$ cat config.mk
export PLATFORM = sky130hd
export DESIGN_NAME = sliding_window_regression_predictor_flat
export DESIGN_NICKNAME = d
export VERILOG_FILES = /design/src/hw/rtl/swrp_pkg.sv /design/src/hw/rtl/swrp_if.sv /design/src/hw/rtl/swrp_cell.sv /design/src/hw/rtl/swrp_mac.sv /design/src/hw/rtl/swrp_div.sv /design/src/hw/rtl/sliding_window_regression_predictor.sv /design/src/flat_wrapper.sv
export VERILOG_INCLUDE_DIRS = /design/src /design/src/hw/rtl
export SDC_FILE = /design/constraint.sdc
export NUM_CORES = 1
export LEC_CHECK = 0
export ABC_AREA = 1
export ABC_CLOCK_PERIOD_IN_PS = 20300
export BUFFER_PORTS_ARGS = -buffer_cell sky130_fd_sc_hd__buf_2
export CAP_MARGIN = 40
export CORE_ASPECT_RATIO = 1.1
export CORE_MARGIN = 2
export CORE_UTILIZATION = 60
export DETAILED_ROUTE_END_ITERATION = 12
export GPL_TIMING_DRIVEN = 0
export PLACE_DENSITY_LB_ADDON = 0.15
export SLEW_MARGIN = 0
export SYNTH_ARGS = -nofsm -noshare
export SYNTH_HDL_FRONTEND = slang
export SYNTH_SLANG_ARGS = --single-unit
$ cat constraint.sdc
create_clock -name clk -period 20.3 [get_ports clk]
set_clock_uncertainty 0.15 [all_clocks]
set_input_delay 3.045 -clock clk [delete_from_list [all_inputs] [get_ports clk]]
set_output_delay 3.045 -clock clk [all_outputs]
set_load 0.1 [all_outputs]
$ cat src/hw/rtl/sliding_window_regression_predictor_defines.svh
// Assertion macros for the regression predictor.
// Each macro takes a label, clock, reset, antecedent, consequent and message.
`ifndef SLIDING_WINDOW_REGRESSION_PREDICTOR_DEFINES_SVH
`define SLIDING_WINDOW_REGRESSION_PREDICTOR_DEFINES_SVH

`ifndef NO_ASSERTIONS
// Same-cycle implication.
`define SWRP_ASSERT_ALWAYS(name, clk, rst, ante, cons, msg) \
  name: assert property (@(posedge clk) disable iff (rst) (ante) |-> (cons)) \
    else $error(msg);
// Next-cycle implication.
`define SWRP_ASSERT_NEXT(name, clk, rst, ante, cons, msg) \
  name: assert property (@(posedge clk) disable iff (rst) (ante) |=> (cons)) \
    else $error(msg);
`else
`define SWRP_ASSERT_ALWAYS(name, clk, rst, ante, cons, msg)
`define SWRP_ASSERT_NEXT(name, clk, rst, ante, cons, msg)
`endif

`endif

$ cat src/hw/rtl/swrp_pkg.sv
`timescale 1ns / 1ps
package swrp_pkg;

  localparam int SAMPLE_W = 32;

  typedef logic signed [SAMPLE_W-1:0] sample_t;

  localparam sample_t SAMPLE_MAX = {1'b0, {(SAMPLE_W-1){1'b1}}};
  localparam sample_t SAMPLE_MIN = {1'b1, {(SAMPLE_W-1){1'b0}}};

  // Control from the sequencer to the multiply-accumulate unit.
  typedef struct packed {
    logic clear;
    logic step;
  } mac_ctl_t;

  // Status of the divider.
  typedef struct packed {
    logic busy;
    logic done;
  } div_stat_t;

endpackage

$ cat src/hw/rtl/swrp_if.sv
`timescale 1ns / 1ps
interface swrp_sample_if import swrp_pkg::*; ();
  logic    valid;
  logic    ready;
  sample_t sample;

  modport source (output valid, output sample, input ready);
  modport sink (input valid, input sample, output ready);
endinterface

interface swrp_result_if import swrp_pkg::*; ();
  logic    valid;
  logic    ready;
  sample_t prediction;
  logic    from_fit;

  modport source (output valid, output prediction, output from_fit, input ready);
  modport sink (input valid, input prediction, input from_fit, output ready);
endinterface

$ cat src/hw/rtl/swrp_cell.sv
`timescale 1ns / 1ps
module swrp_cell import swrp_pkg::*; (
  input  logic    clk,
  input  logic    shift,
  input  sample_t din,
  output sample_t dout
);

  sample_t value;

  // Take the neighbor's sample on every shift, hold otherwise.
  always_ff @(posedge clk) begin
    if (shift) begin
      value <= din;
    end
  end

  assign dout = value;

endmodule

$ cat src/hw/rtl/swrp_mac.sv
`timescale 1ns / 1ps
module swrp_mac import swrp_pkg::*; #(
  parameter int WINDOW = 8,
  parameter int ACC_W  = 40
) (
  input  logic                    clk,
  input  logic                    rst,
  input  mac_ctl_t                ctl,
  input  sample_t                 operand,
  output logic signed [ACC_W-1:0] acc
);

  localparam int WT_W   = $clog2(2 * WINDOW - 1) + 1;
  localparam int PROD_W = SAMPLE_W + WT_W;
  localparam logic signed [WT_W-1:0] WT_FIRST = WT_W'(1 - WINDOW);
  localparam logic signed [WT_W-1:0] WT_STEP  = WT_W'(3);

  logic signed [WT_W-1:0]   weight;
  logic signed [PROD_W-1:0] prod;
  logic                     prod_valid;

  always_ff @(posedge clk) begin
    if (rst) begin
      prod_valid <= 1'b0;
    end else begin
      prod_valid <= ctl.step;
    end
  end

  // Weight runs from 1-WINDOW upward in steps of three, oldest sample first.
  always_ff @(posedge clk) begin
    if (ctl.clear) begin
      weight <= WT_FIRST;
    end else if (ctl.step) begin
      weight <= weight + WT_STEP;
    end
    if (ctl.step) begin
      prod <= PROD_W'(operand) * PROD_W'(weight);
    end
    if (ctl.clear) begin
      acc <= '0;
    end else if (prod_valid) begin
      acc <= acc + ACC_W'(prod);
    end
  end

endmodule

$ cat src/hw/rtl/swrp_div.sv
`timescale 1ns / 1ps
module swrp_div import swrp_pkg::*; #(
  parameter int NUM_W   = 40,
  parameter int DIVISOR = 28
) (
  input  logic             clk,
  input  logic             rst,
  input  logic             start,
  input  logic [NUM_W-1:0] num,
  output logic [NUM_W-1:0] quo,
  output div_stat_t        stat
);

  // Long division by a constant, one DIG_W-bit quotient digit at a time,
  // most significant first. For each digit, the digit first comes from a
  // multiply by the rounded-up reciprocal, then the remainder for the next
  // digit is formed.
  localparam int DIG_W  = 16;
  localparam int NDIG   = (NUM_W + DIG_W - 1) / DIG_W;
  localparam int SH_W   = NDIG * DIG_W;
  localparam int REM_W  = $clog2(DIVISOR + 1);
  localparam int X_W    = REM_W + DIG_W;
  localparam int RCP_W  = X_W + 2;
  localparam int PROD_W = X_W + RCP_W;
  localparam int SHIFT  = X_W + REM_W;
  localparam int CNT_W  = $clog2(NDIG + 1);
  localparam logic [63:0] RCP_FULL =
    ((64'd1 << SHIFT) + 64'(DIVISOR) - 64'd1) / 64'(DIVISOR);
  localparam logic [RCP_W-1:0] RCP   = RCP_W'(RCP_FULL);
  localparam logic [X_W-1:0]   DIV_X = X_W'(DIVISOR);

  logic [SH_W-1:0]   shreg;
  logic [SH_W-1:0]   quo_reg;
  logic [REM_W-1:0]  rem;
  logic [X_W-1:0]    x_reg;
  logic [DIG_W-1:0]  qdig;
  logic [CNT_W-1:0]  cnt;
  logic              busy;
  logic              phase;
  logic              done;
  logic [X_W-1:0]    x;
  logic [PROD_W-1:0] prod;
  logic [X_W-1:0]    qd;

  // Partial numerator: remainder so far with the next digit below it.
  assign x    = {rem, shreg[SH_W-1 -: DIG_W]};
  assign prod = PROD_W'(x) * PROD_W'(RCP);
  assign qd   = X_W'(qdig) * DIV_X;

  always_ff @(posedge clk) begin
    if (rst) begin
      busy  <= 1'b0;
      phase <= 1'b0;
      done  <= 1'b0;
      cnt   <= '0;
    end else begin
      done <= 1'b0;
      if (start) begin
        busy  <= 1'b1;
        phase <= 1'b0;
        cnt   <= CNT_W'(NDIG);
      end else if (busy) begin
        phase <= !phase;
        if (phase) begin
          cnt <= cnt - 1'b1;
          if (cnt == CNT_W'(1)) begin
            busy <= 1'b0;
            done <= 1'b1;
          end
        end
      end
    end
  end

  always_ff @(posedge clk) begin
    if (start) begin
      shreg   <= SH_W'(num);
      rem     <= '0;
      quo_reg <= '0;
    end else if (busy && !phase) begin
      qdig  <= prod[SHIFT +: DIG_W];
      x_reg <= x;
      shreg <= {shreg[SH_W-DIG_W-1:0], {DIG_W{1'b0}}};
    end else if (busy && phase) begin
      rem     <= REM_W'(x_reg - qd);
      quo_reg <= {quo_reg[SH_W-DIG_W-1:0], qdig};
    end
  end

  assign quo  = quo_reg[NUM_W-1:0];
  assign stat = '{busy: busy, done: done};

endmodule

$ cat src/hw/rtl/sliding_window_regression_predictor.sv
`timescale 1ns / 1ps
// Sliding-window linear-regression predictor. Each transfer on the samples
// channel carries one signed Q16.16 value; each transfer on the results
// channel returns one prediction of the next value, rounded to nearest (ties
// away from zero) and saturated to 32 bits, with from_fit set when it came
// from the least-squares line over the last WINDOW samples. During warm-up
// (fewer than WINDOW-1 earlier samples) the sample itself comes back with
// from_fit clear. Items are handled one at a time. The accumulator width
// is ACC_W = 33 + clog2(2*WINDOW^2). For a fitted item the history chain
// rotates once past the single multiply-accumulate unit, then the constant
// divider settles one 16-bit quotient digit at a time (a multiply by the
// reciprocal of the denominator, then the remainder for the next digit).
// A finished result waits in the output register, so the next sample is
// taken while it sits there.
`include "sliding_window_regression_predictor_defines.svh"
module sliding_window_regression_predictor import swrp_pkg::*; #(
  parameter int WINDOW = 8
) (
  input  logic          clk,
  input  logic          rst,
  swrp_sample_if.sink   samples,
  swrp_result_if.source results
);

  // History depth and derived widths.
  localparam int HIST   = WINDOW - 1;
  localparam int CNT_W  = $clog2(WINDOW);
  localparam int DENOM  = WINDOW * (WINDOW - 1) / 2;
  localparam int HALF   = DENOM / 2;
  localparam int ACC_W  = SAMPLE_W + 1 + $clog2(2 * WINDOW * WINDOW);
  localparam int HI_W   = ACC_W - SAMPLE_W + 1;

  // Sequencer states.
  localparam logic [2:0] S_IDLE = 3'd0;
  localparam logic [2:0] S_ACC  = 3'd1;
  localparam logic [2:0] S_SUM  = 3'd2;
  localparam logic [2:0] S_RND  = 3'd3;
  localparam logic [2:0] S_DIV  = 3'd4;
  localparam logic [2:0] S_FIN  = 3'd5;

  logic [2:0]             state;
  logic [CNT_W-1:0]       items_seen;
  logic [CNT_W-1:0]       step;
  sample_t                cur;
  sample_t                res_pred;
  logic                   res_fit;
  logic                   acc_neg;
  logic                   out_valid;
  sample_t                prediction;
  logic                   from_fit;

  logic                   in_xfer;
  logic                   full;
  logic                   chain_shift;
  sample_t                feed;
  sample_t                hist [HIST];
  mac_ctl_t               mac_ctl;
  logic signed [ACC_W-1:0] acc;
  logic [ACC_W-1:0]       acc_mag;
  logic [ACC_W-1:0]       num;
  logic [ACC_W-1:0]       quo;
  div_stat_t              div_stat;
  logic [HI_W-1:0]        quo_hi;
  logic                   pos_sat;
  logic                   neg_sat;
  sample_t                fit_value;

  assign samples.ready = (state == S_IDLE);
  assign in_xfer       = samples.valid && samples.ready;
  assign full          = (items_seen == CNT_W'(HIST));

  // History chain. In warm-up the new sample shifts straight in. For a fit
  // the chain shifts on every step: the first step drops the oldest sample
  // and takes the current one, the rest rotate the head back to the tail,
  // so each sample passes the multiplier once, oldest first, and the chain
  // ends in order with the current sample at the tail.
  assign chain_shift = (in_xfer && !full) || (state == S_ACC);

  always_comb begin
    if (state == S_ACC) begin
      feed = (step == '0) ? cur : hist[0];
    end else begin
      feed = samples.sample;
    end
  end

  for (genvar g = 0; g < HIST; g++) begin : g_chain
    if (g == HIST - 1) begin : g_tail
      swrp_cell u_cell (
        .clk   (clk),
        .shift (chain_shift),
        .din   (feed),
        .dout  (hist[g])
      );
    end else begin : g_body
      swrp_cell u_cell (
        .clk   (clk),
        .shift (chain_shift),
        .din   (hist[g+1]),
        .dout  (hist[g])
      );
    end
  end

  // Weighted sum of the window through one multiply-accumulate unit.
  assign mac_ctl = '{clear: in_xfer, step: (state == S_ACC)};

  swrp_mac #(
    .WINDOW (WINDOW),
    .ACC_W  (ACC_W)
  ) u_mac (
    .clk     (clk),
    .rst     (rst),
    .ctl     (mac_ctl),
    .operand (hist[0]),
    .acc     (acc)
  );

  // Divide the magnitude plus half the denominator; sign goes back after.
  assign acc_mag = acc[ACC_W-1] ? ACC_W'(-acc) : ACC_W'(acc);
  assign num     = acc_mag + ACC_W'(HALF);

  swrp_div #(
    .NUM_W   (ACC_W),
    .DIVISOR (DENOM)
  ) u_div (
    .clk   (clk),
    .rst   (rst),
    .start (state == S_RND),
    .num   (num),
    .quo   (quo),
    .stat  (div_stat)
  );

  // Saturate: positive above 2^31-1, negative beyond 2^31.
  assign quo_hi  = quo[ACC_W-1:SAMPLE_W-1];
  assign pos_sat = |quo_hi;
  assign neg_sat = (quo_hi > HI_W'(1)) ||
                   ((quo_hi == HI_W'(1)) && (|quo[SAMPLE_W-2:0]));

  always_comb begin
    if (acc_neg) begin
      fit_value = neg_sat ? SAMPLE_MIN
                          : sample_t'(SAMPLE_W'(0) - quo[SAMPLE_W-1:0]);
    end else begin
      fit_value = pos_sat ? SAMPLE_MAX : sample_t'(quo[SAMPLE_W-1:0]);
    end
  end

  // Control state.
  always_ff @(posedge clk) begin
    if (rst) begin
      state      <= S_IDLE;
      items_seen <= '0;
      out_valid  <= 1'b0;
    end else begin
      unique case (state)
        S_IDLE: begin
          if (in_xfer) begin
            state <= full ? S_ACC : S_FIN;
          end
        end
        S_ACC: begin
          if (step == CNT_W'(WINDOW - 1)) begin
            state <= S_SUM;
          end
        end
        S_SUM: begin
          state <= S_RND;
        end
        S_RND: begin
          state <= S_DIV;
        end
        S_DIV: begin
          if (div_stat.done) begin
            state <= S_FIN;
          end
        end
        S_FIN: begin
          if (!out_valid || results.ready) begin
            state <= S_IDLE;
          end
        end
        default: begin
          state <= S_IDLE;
        end
      endcase

      // Count earlier items, stop at a full history.
      if (in_xfer && !full) begin
        items_seen <= items_seen + 1'b1;
      end

      // Hold the output until taken; reload straight away from the finish.
      if (state == S_FIN) begin
        out_valid <= 1'b1;
      end else if (results.ready) begin
        out_valid <= 1'b0;
      end
    end
  end

  // Datapath registers.
  always_ff @(posedge clk) begin
    if (in_xfer) begin
      cur  <= samples.sample;
      step <= '0;
    end else if (state == S_ACC) begin
      step <= step + 1'b1;
    end
    if (in_xfer && !full) begin
      res_pred <= samples.sample;
      res_fit  <= 1'b0;
    end else if ((state == S_DIV) && div_stat.done) begin
      res_pred <= fit_value;
      res_fit  <= 1'b1;
    end
    if (state == S_RND) begin
      acc_neg <= acc[ACC_W-1];
    end
    if ((state == S_FIN) && (!out_valid || results.ready)) begin
      prediction <= res_pred;
      from_fit   <= res_fit;
    end
  end

  assign results.valid      = out_valid;
  assign results.prediction = prediction;
  assign results.from_fit   = from_fit;

  // Checks.
  `SWRP_ASSERT_ALWAYS(a_ready_not_dividing, clk, rst, samples.ready, !div_stat.busy, "sample taken while dividing")
  `SWRP_ASSERT_NEXT(a_full_starts_fit, clk, rst, in_xfer && full, state == S_ACC, "full history did not start a fit")
  `SWRP_ASSERT_ALWAYS(a_count_capped, clk, rst, 1'b1, items_seen <= CNT_W'(HIST), "item count past history depth")
  `SWRP_ASSERT_ALWAYS(a_fit_needs_history, clk, rst, results.valid && results.from_fit, full, "fitted result before history filled")

endmodule
$ cat src/flat_wrapper.sv
// flat-port wrapper written by rule: the top's interface ports become plain ports
module sliding_window_regression_predictor_flat import swrp_pkg::*;
#(
  parameter int WINDOW = 8
)
  (clk, rst, samples_valid, samples_sample, samples_ready, results_valid, results_prediction, results_from_fit, results_ready);
  swrp_sample_if samples_i ();
  swrp_result_if results_i ();
  input  logic clk;
  input  logic rst;
  input wire logic [$bits(samples_i.valid)-1:0] samples_valid;
  input wire logic [$bits(samples_i.sample)-1:0] samples_sample;
  output wire logic [$bits(samples_i.ready)-1:0] samples_ready;
  output wire logic [$bits(results_i.valid)-1:0] results_valid;
  output wire logic [$bits(results_i.prediction)-1:0] results_prediction;
  output wire logic [$bits(results_i.from_fit)-1:0] results_from_fit;
  input wire logic [$bits(results_i.ready)-1:0] results_ready;
  assign samples_i.valid = samples_valid;
  assign samples_i.sample = samples_sample;
  assign samples_ready = samples_i.ready;
  assign results_valid = results_i.valid;
  assign results_prediction = results_i.prediction;
  assign results_from_fit = results_i.from_fit;
  assign results_i.ready = results_ready;
  sliding_window_regression_predictor #(.WINDOW(WINDOW)) u_core (.clk(clk), .rst(rst), .samples(samples_i), .results(results_i));
endmodule
== Yosys cells after proc, flatten, opt, wreduce, memory -nomap -nowiden ==
Cells that the tools add are included.

* Bits in registers: 535
* Input bits: 36
* Output and inout bits: 35
* Logic and storage cells: 115

* $add $sub $neg: 9
* Multipliers: 3
* $lt $le $gt $ge: 1
* Eq/ne operators: 13
* Muxes and demuxes: 26
* Bitwise gates (word level): 4
* Reduce and logical (&&, ||, !) cells: 28

{| class="wikitable"
|+ Operators with widths
! cell !! number
|-
| 2-to-1 mux 32 bit || 7
|-
| 2-to-1 mux 40 bit || 3
|-
| multiplier 21 x 21 -> 41 bit, second input constant || 1
|-
| adder 40 x 37 -> 40 bit || 1
|-
| adder 40 x 4 -> 40 bit, second input constant || 1
|-
| negator 40 bit || 1
|-
| multiplier 32 x 5 -> 37 bit || 1
|-
| subtractor 1 x 32 -> 32 bit, first input constant || 1
|-
| OR reduction 31 bit || 1
|-
| one-hot mux 3 bit (6 select lines) || 1
|-
| multiplier 16 x 3 -> 3 bit, second input constant || 1
|-
| 2-to-1 mux 3 bit || 5
|-
| == test 3 bit, second input constant || 4
|-
| nonzero test 2 bit || 5
|-
| == test 9 x 1 -> 1 bit, second input constant || 1
|-
| greater-than comparator 9 x 1 -> 1 bit, second input constant || 1
|-
| OR reduction 9 bit || 1
|-
| logical AND 1 bit || 7
|-
| 2-to-1 mux 1 bit || 7
|-
| adder 3 x 1 -> 3 bit, second input constant || 2
|-
| == test 3 x 2 -> 1 bit, second input constant || 2
|-
| logical NOT 3 bit || 2
|-
| 2-to-1 mux 2 bit || 3
|-
| AND reduction 2 bit || 3
|-
| 13 further kinds || 22
|}

== Longest topological paths before layout ==
Gate-level depths: netlist (run 1).

* Depth in word-level cells: 7
* Depth in mapped cells: 25
* Gate-level depth less buffers: 25

== Hierarchy ==
A second synthesis (run 1) with hierarchy kept.

* Cells, all modules: 4489
* Area total of the unflattened synthesis: 37871.3 µm²

{| class="wikitable"
|+ By module, submodules not included
! module !! instances !! cells each !! area each (µm²) !! seq. area each (µm²)
|-
| swrp_mac || 1 || 1846 || 12072.8 || 2031.9
|-
| swrp_div || 1 || 1285 || 10799.1 || 2992.9
|-
| sliding_window_regression_predictor || 1 || 1134 || 8272.9 || 3163.0
|-
| swrp_cell || 7 || 32 || 960.9 || 960.9
|}

== Worst setup path after synthesis (run 1) ==
OpenSTA, ideal clock, no wires.

* Path type: input-to-reg
* Start point: in samples_valid
* End point: reg u_core.g_chain[0].g_body.u_cell.value[0], enable pin
* Setup time: 594 ps
* Arrival time: 8285 ps
* Setup slack: 11271 ps
* Stages: 4
* Path buffers: 0
* Cells stage by stage: nand2_1 > nor2_2 > inv_1 > nand2_1

* Word-level cells in the longest chain between the ends: 3

{| class="wikitable"
|+ RTL lines
! item !! RTL line !! text
|-
| from (decl) || flat_wrapper.sv:11 || <nowiki>input wire logic [$bits(samples_i.valid)-1:0] samples_valid;</nowiki>
|-
| logical AND 1 bit || sliding_window_regression_predictor.sv:69 || <nowiki>assign in_xfer = samples.valid && samples.ready;</nowiki>
|-
| logical AND 1 bit || sliding_window_regression_predictor.sv:77 || <nowiki>assign chain_shift = (in_xfer && !full) || (state == S_ACC);</nowiki>
|-
| logical OR 1 bit || sliding_window_regression_predictor.sv:77 ||
|-
| net u_core.chain_shift || sliding_window_regression_predictor.sv:54 || <nowiki>logic chain_shift;</nowiki>
|-
| to (signal assigned) || swrp_cell.sv:14 || <nowiki>value <= din;</nowiki>
|-
| to (decl) || swrp_cell.sv:9 || <nowiki>sample_t value;</nowiki>
|}

The timed path passes the listed nets, and every way through them passes these cells.
A chain may end at the register's enable or synchronous reset.

== Final worst setup path (run 1) ==
* Start point: reg u_core.u_div.shreg[36]
* End point: reg u_core.u_div.qdig[11] (data pin)

* Word-level cells in the longest chain between the ends: 1

{| class="wikitable"
|+ RTL lines
! item !! RTL line !! text
|-
| from (decl) || swrp_div.sv:32 || <nowiki>logic [SH_W-1:0] shreg;</nowiki>
|-
| from (signal assigned) || swrp_div.sv:77 || <nowiki>shreg <= SH_W'(num);</nowiki>
|-
| from (signal assigned) || swrp_div.sv:83 || <nowiki>shreg <= {shreg[SH_W-DIG_W-1:0], {DIG_W{1'b0}}};</nowiki>
|-
| multiplier 21 x 21 -> 41 bit || swrp_div.sv:47 || <nowiki>assign prod = PROD_W'(x) * PROD_W'(RCP);</nowiki>
|-
| net u_core.u_div.prod[37] || swrp_div.sv:42 || <nowiki>logic [PROD_W-1:0] prod;</nowiki>
|-
| to (signal assigned) || swrp_div.sv:81 || <nowiki>qdig <= prod[SHIFT +: DIG_W];</nowiki>
|-
| to (decl) || swrp_div.sv:36 || <nowiki>logic [DIG_W-1:0] qdig;</nowiki>
|}

The timed path passes the listed nets, and every way through them passes these cells.

==> out/results.txt, run 1 <==
Post-cts sizing count: 0
Mapped Cells: 3913
Met3 usage in global routing: 3.04%
DR vias: 27000
Layout cell share with drive strength beyond 1: 7.55%
Routed wire length: 92.9 mm
Clock root cell: clkbuf_16
Initial antenna violation count: 1
Largest area contributor in the netlist: edfxtp_1
Clock buffer depth: 3
Critical path's most frequent cell: nand2_1
Die height: 261 um
Worst-Margin Slew: 892 ps
Total CTS buffers: 53
Max Clock Freq: 164 MHz
Diodes inserted: 0
Period utilization: 30.1%
Max Slew Vio Count: 0
Port buffer count: 70
Post-Route Utilization: 66.1%
Setup-failing EPs final: 0
Via-per-instance ratio: 5.56
Starting DRC count in detailed routing: 2308
Setup TNS: 0 ps
Status: finished, final reports clean
Worst Path Required: 20520 ps
# Post-CTS Setup Buffers: 0
Remaining DRCs: 0
Seq cells post-synth: 535
Hold crit path type: register to register
DR pass1 iterations: 6
Worst-path cell chain: ha_1, inv_1, fa_1, fa_1, inv_1, fa_1, fa_1, inv_1, fa_1, inv_1, ha_1, a21oi_1, o21ai_0, o21bai_1, a21oi_1, o21ai_0, nand2_1, nand2_1, nand2_1, nand2_1, nand2_1, nand2_1
Arr. time, crit path: 6330 ps
Yosys top cell area share: 35.1%
CP startpoint kind: register
Routed Antenna Nets: 0
Ys flop type: edfxtp_1
Mean Syn Cell Area: 9.19 um2
Die area: 0.0619 mm2
CP Capture Type: register
Vias in the first global route: 26900
Max FFs per register: 192
Syn-to-layout area delta: 9.30%
Max stage delay on crit path: 630 ps
Layout Nets: 4572
Initial Util: 60.5%
Core region area: 0.0595 mm2
Register area share after synthesis: 41.5%
GRT Max-Usage Layer: met2
Max_cap viols: 0
Post-Syn Area: 0.0360 mm2
CP Max Fanout: 6
Routability cong.: 0.944
First-pass GRT wire length: 146 mm
Tmin final: 6110 ps
Wire per inst: 19.1 um
GRT Residual Overflow: 0
Synth warnings: 0
Synth top area cells: edfxtp_1 (35%), ha_1 (10%), fa_1 (10%), nand2_1 (7.2%), inv_1 (7.1%)
Clock latency on the worst-skew pair: 620 ps
Fraction of registers with async set/reset: 0%
Ports: 71
Total clock sinks: 535
Grt met2 use: 53.1%
Num rows: 94
RSZ-0062 raised after global routing: false
Mapped Nets: 4436
Library cells used by synthesis: 57
Grt met1 use: 41.0%
Die W: 237 um
CP max-delay cell: edfxtp_1
Total Routing Usage GR: 30.6%
CTS Hold Buffers Added: 0
Hpwl dp: 74.0 mm
Register clock-pin slew on the reported worst setup and hold paths: 70 ps
Largest net degree at the start of global routing: 58
Worst Setup Path Type: register to register
Number of enable flip-flop cells after synthesis: 420
Final Hold Viols: 0
H-tree depth: 2
CTS tree: yes
Hold WS: 255 ps
Relative slew slack: 40.4%
[final timing paths]
kind / from / endpoint / slack, ps / cells after the start
max reg2reg: u_core.u_div.shreg[36] / u_core.u_div.qdig[11] / 14190 / 22
min reg2reg: u_core.g_chain[1].g_body.u_cell.dout[0] / u_core.g_chain[0].g_body.u_cell.dout[0] / 260 / 0
max: u_core.u_div.shreg[36] / u_core.u_div.qdig[11] / 14190 / 22
min: u_core.g_chain[1].g_body.u_cell.dout[0] / u_core.g_chain[0].g_body.u_cell.dout[0] / 260 / 0
[Yosys cell counts, types with 5 or more instances]
| master | instances |
|---|---|
| o21ai_1 | 21 |
| o21bai_1 | 24 |
| a22oi_1 | 20 |
| nand3_2 | 6 |
| xor2_1 | 84 |
| inv_1 | 682 |
| nor3_1 | 27 |
| buf_1 | 5 |
| nand2_2 | 38 |
| nand2_4 | 11 |
| o2111ai_1 | 7 |
| nor2_4 | 8 |
| edfxtp_1 | 420 |
| a31oi_1 | 18 |
| a21o_1 | 18 |
| buf_2 | 9 |
| o21ai_0 | 232 |
| ha_1 | 300 |
| inv_2 | 13 |
| nor4_1 | 8 |
| o221ai_1 | 5 |
| o31ai_1 | 5 |
| xnor2_1 | 32 |
| o21a_1 | 10 |
| nor2_1 | 276 |
| a21oi_1 | 289 |
| o22ai_1 | 5 |
| nor2_2 | 26 |
| clkbuf_1 | 71 |
| a2bb2oi_1 | 6 |
| nand3_1 | 127 |
| nand4_1 | 42 |
| o211ai_1 | 22 |
| dfxtp_1 | 115 |
| nand2_1 | 694 |
| fa_1 | 187 |
| nand3b_1 | 11 |
| or2_2 | 6 |
[through the flow]
step	cell area, um2	setup slack, ps	cells
2_1_floorplan	36000	11270	3913
3_3_place_gp	37300	9150	4751
3_5_place_dp	37500	14220	4762
4_1_cts	39300	14190	4862
5_1_grt	39300	13930	4862
6_report	39300	14190	4862
[cells by family (layout without fill, tap and decap cells)]
logic type,Yosys count,in the layout,synth area share [%]
compound gates,694,694,10.7
fa+ha+maj,487,487,20.8
xor+xnor,116,116,2.82
flops,535,535,41.5
buf+inv,787,968,8.33
simple gates,1294,1294,15.8
[area by class of cell]
class	instances	area, um2
sequential	535	14900
multi-input combinational	2591	18100
fill	4936	20200
clock buffer	74	1520
clock inverter	26	265
timing repair buffer	81	564
tap	768	961
inverter	696	2610
buffer	91	384
[layer usage]
metal	vias up	wire [um]
li1	13200	-
met1	12900	40000
met2	808	45400
met3	161	4820
met4	0	2720
met5	-	0
[cell usage in the layout, fill, tap and decap left out, types with 7 or more instances in the layout]
master / n
a22oi_1: 20
nand2_4: 12
dfxtp_1: 115
clkbuf_1: 81
clkinv_2: 9
inv_2: 14
nand3_1: 127
o21a_1: 10
nand3b_1: 11
nor3_1: 27
clkbuf_8: 9
o21ai_0: 231
nor4_1: 8
fa_1: 187
xnor2_1: 32
o21ai_1: 21
inv_1: 681
buf_2: 79
buf_12: 7
nand2_2: 39
o2111ai_1: 7
nor2_4: 10
o21bai_1: 24
nor2_1: 274
a31oi_1: 18
a21oi_1: 289
a21o_1: 18
clkbuf_16: 54
ha_1: 300
xor2_1: 84
nor2_2: 26
nand2_1: 692
o211ai_1: 22
edfxtp_1: 420
nand4_1: 42
[worst max-delay path: cells and delay by family (launching register included)]
kind	cells	cell delay, ps
adders and majority gates	7	3460
AOI/OAI and AO/OA	5	920
DFF	1	630
and+or+nand+nor	6	470
buffers and inverters	4	260
Power of run 1 is not shown: default switching activity piles up to over one toggle a cycle in this logic, so the estimate is an artifact.
==> inputs of run 2 (changes only) <==
ABC_CLOCK_PERIOD_IN_PS = 5600   (was 20300)
CORE_UTILIZATION = 58   (was 60)
clock period = 5.6 ns   (was 20.3 ns; I/O delays follow)
==> run 2 against run 1 <==
  * Die area grew 3.4%
  * Core utilization shrank 1.3 points
  * Fmax grew 11%
  * First-iteration DRC count shrank 2.2%
  * Sequential share of layout area shrank 0.27 points
  * Flip-flop and latch count is the same
  * Register-to-register slack lost 14000 ps
  * Hold slack lost 3.5 ps
  * Highest routed layer unchanged
==> out/results.txt, run 2 (synthesized netlist as in run 1, its figures left out) <==
CP startpoint kind: register
R2R Path Start: u_core.u_div.shreg[36]
DR vias: 27200 (+0.76%)
Final Hold Viols: 0 (unchanged)
Status: finished, final reports clean
Routed Antenna Nets: 0 (unchanged)
Clock root cell: clkbuf_16
Max Clock Freq: 182 MHz (+11%)
First-pass GRT wire length: 144 mm (-1.5%)
H-tree depth: 2 (unchanged)
GRT Max-Usage Layer: met2
GRT Residual Overflow: 0 (unchanged)
Layout cell share with drive strength beyond 1: 8.65% (+1.1 points)
Finished Layout Cells: 4929 (+1.4%)
Filler Cell Count: 5174 (+4.8%)
Min-delay src: u_core.g_chain[1].g_body.u_cell.dout[31]
CP Launch Point: u_core.u_div.shreg[36]
Met3 usage in global routing: 3.78% (+0.74 points)
Setup WS pre-CTS: -496 ps (-14720 ps)
Max stage delay on crit path: 570 ps (-60 ps)
Worst Hold Depth: 0 (unchanged)
CTS tree: yes
Worst Path Required: 5810 ps (-14710 ps)
Die height: 265 um (+1.7%)
Hpwl dp: 73.5 mm (-0.72%)
Setup TNS: 0 ps (unchanged)
Layout Nets: 4583 (+0.24%)
Largest net degree at the start of global routing: 119 (+110%)
CTS Hold Buffers Added: 0 (unchanged)
R2R Path End: u_core.u_div.qdig[11]
Remaining DRCs: 0 (unchanged)
Max Slew Vio Count: 0 (unchanged)
Period utilization: 97.9% (+68 points)
Grt met2 use: 49.6% (-3.5 points)
Total clock sinks: 535 (unchanged)
Routed wire length: 92.2 mm (-0.81%)
Initial antenna violation count: 2 (+1)
RSZ-0062 raised after global routing: true
Grt met1 use: 39.6% (-1.4 points)
Worst Hold End: u_core.g_chain[0].g_body.u_cell.dout[31]
Setup-failing EPs final: 0 (unchanged)
Port buffer count: 70 (unchanged)
Initial Util: 58.8% (-1.7 points)
Post-placement cell count: 4815 (+1.1%)
Max FFs per register: 192 (unchanged)
Die W: 241 um (+1.7%)
Clock buffer depth: 3 (unchanged)
Max_cap viols: 0 (unchanged)
CP Max Fanout: 3 (-3)
Via-per-instance ratio: 5.53 (-0.61%)
Total CTS buffers: 52 (-1.9%)
Register clock-pin slew on the reported worst setup and hold paths: 70 ps (about the same)
FF-to-FF setup slack: 120 ps (-14070 ps)
Starting DRC count in detailed routing: 2257 (-2.2%)
Wire per inst: 18.7 um (-2.2%)
Cells on worst reg2reg path: 22 (unchanged)
Worst Setup Path Type: register to register
DR pass1 iterations: 5 (-1)
Routability cong.: 0.960 (+1.7%)
Hold crit path type: register to register
Die area: 0.0640 mm2 (+3.4%)
Critical path's most frequent cell: nand2_1
Ports: 71 (unchanged)
Syn-to-layout area delta: 10.1%
Tmin final: 5480 ps (-628 ps)
Relative slew slack: 45.0% (+4.5 points)
Vias in the first global route: 26700 (-0.74%)
Commonest non-fill, non-tap cells in the layout: nand2_1 (692), inv_1 (678), edfxtp_1 (420)
Worst-path cell chain: ha_4, inv_2, fa_2, fa_1, inv_1, fa_1, fa_1, inv_1, fa_1, inv_1, ha_4, a21oi_2, o21ai_0, o21bai_2, a21oi_2, o21ai_2, nand2_1, nand2_1, nand2_1, nand2_1, nand2_1, nand2_1
Slack of the critical path: 118 ps (-14070 ps)
CP Capture Type: register
Worst-Margin Slew: 822 ps (-69.1 ps)
Post-Route Utilization: 64.7% (-1.3 points)
CP max-delay cell: fa_1
Total Routing Usage GR: 29.3% (-1.3 points)
Num rows: 95 (+1.1%)
Clock latency on the worst-skew pair: 610 ps (about the same)
Arr. time, crit path: 5700 ps (-630 ps)
Core region area: 0.0612 mm2 (+2.9%)
Most common cell after layout, fill and taps aside: nand2_1
-- run 2: what timing repair did --
item / 4_1_cts / 5_1_grt
pin swaps: 2 / 8
buffers inserted: 8 / 7
gates resized for setup: 13 / 35
endpoints found under the setup margin: 16 / 23
-- run 2: per-layer routing --
metal	share of wire (%)	wire length, um
met5	0	0
met1	43	39300
met4	3.0	2800
met3	5.9	5400
met2	48	44600
-- run 2: cell type report --
| type | count | area (um2) | area share (%) |
|---|---|---|---|
| repair buffers | 93 | 633 | 1.60 |
| well taps | 824 | 1030 | 2.60 |
| multi-input cells | 2591 | 18300 | 46.2 |
| flip-flops and latches | 535 | 14900 | 37.7 |
| clock buffers | 73 | 1450 | 3.66 |
| diodes | 1 | 2.50 | 0.00631 |
| plain buffers | 91 | 385 | 0.972 |
| inverters | 696 | 2610 | 6.60 |
| clock inverters | 25 | 292 | 0.736 |
-- run 2: worst max-delay path: cells and delay by family, from the launching register on --
kind	cells	cell delay, ps
simple gates	6	420
fa+ha+maj	7	3210
compound gates	5	760
flops	1	480
buf+inv	4	250
-- run 2: metrics by stage --
stage | hold slack [ps] | cell area, um2
2_1_floorplan | 250 | 36000
3_3_place_gp | 250 | 37400
3_5_place_dp | 255 | 37600
4_1_cts | 235 | 39400
5_1_grt | 244 | 39600
6_report | 252 | 39600
-- run 2: worst max path at each step --
stage	endpoint	slack, ps	cells after the start
floorplan	u_core.u_div.qdig[11]	320	22
global placement	u_core.u_div.qdig[11]	-530	22
detailed placement	u_core.u_div.qdig[11]	-500	22
CTS	u_core.u_div.qdig[11]	2	22
global route	u_core.u_div.qdig[11]	-90	22
finish	u_core.u_div.qdig[11]	120	22
Power of run 2 is left out for the same reason.
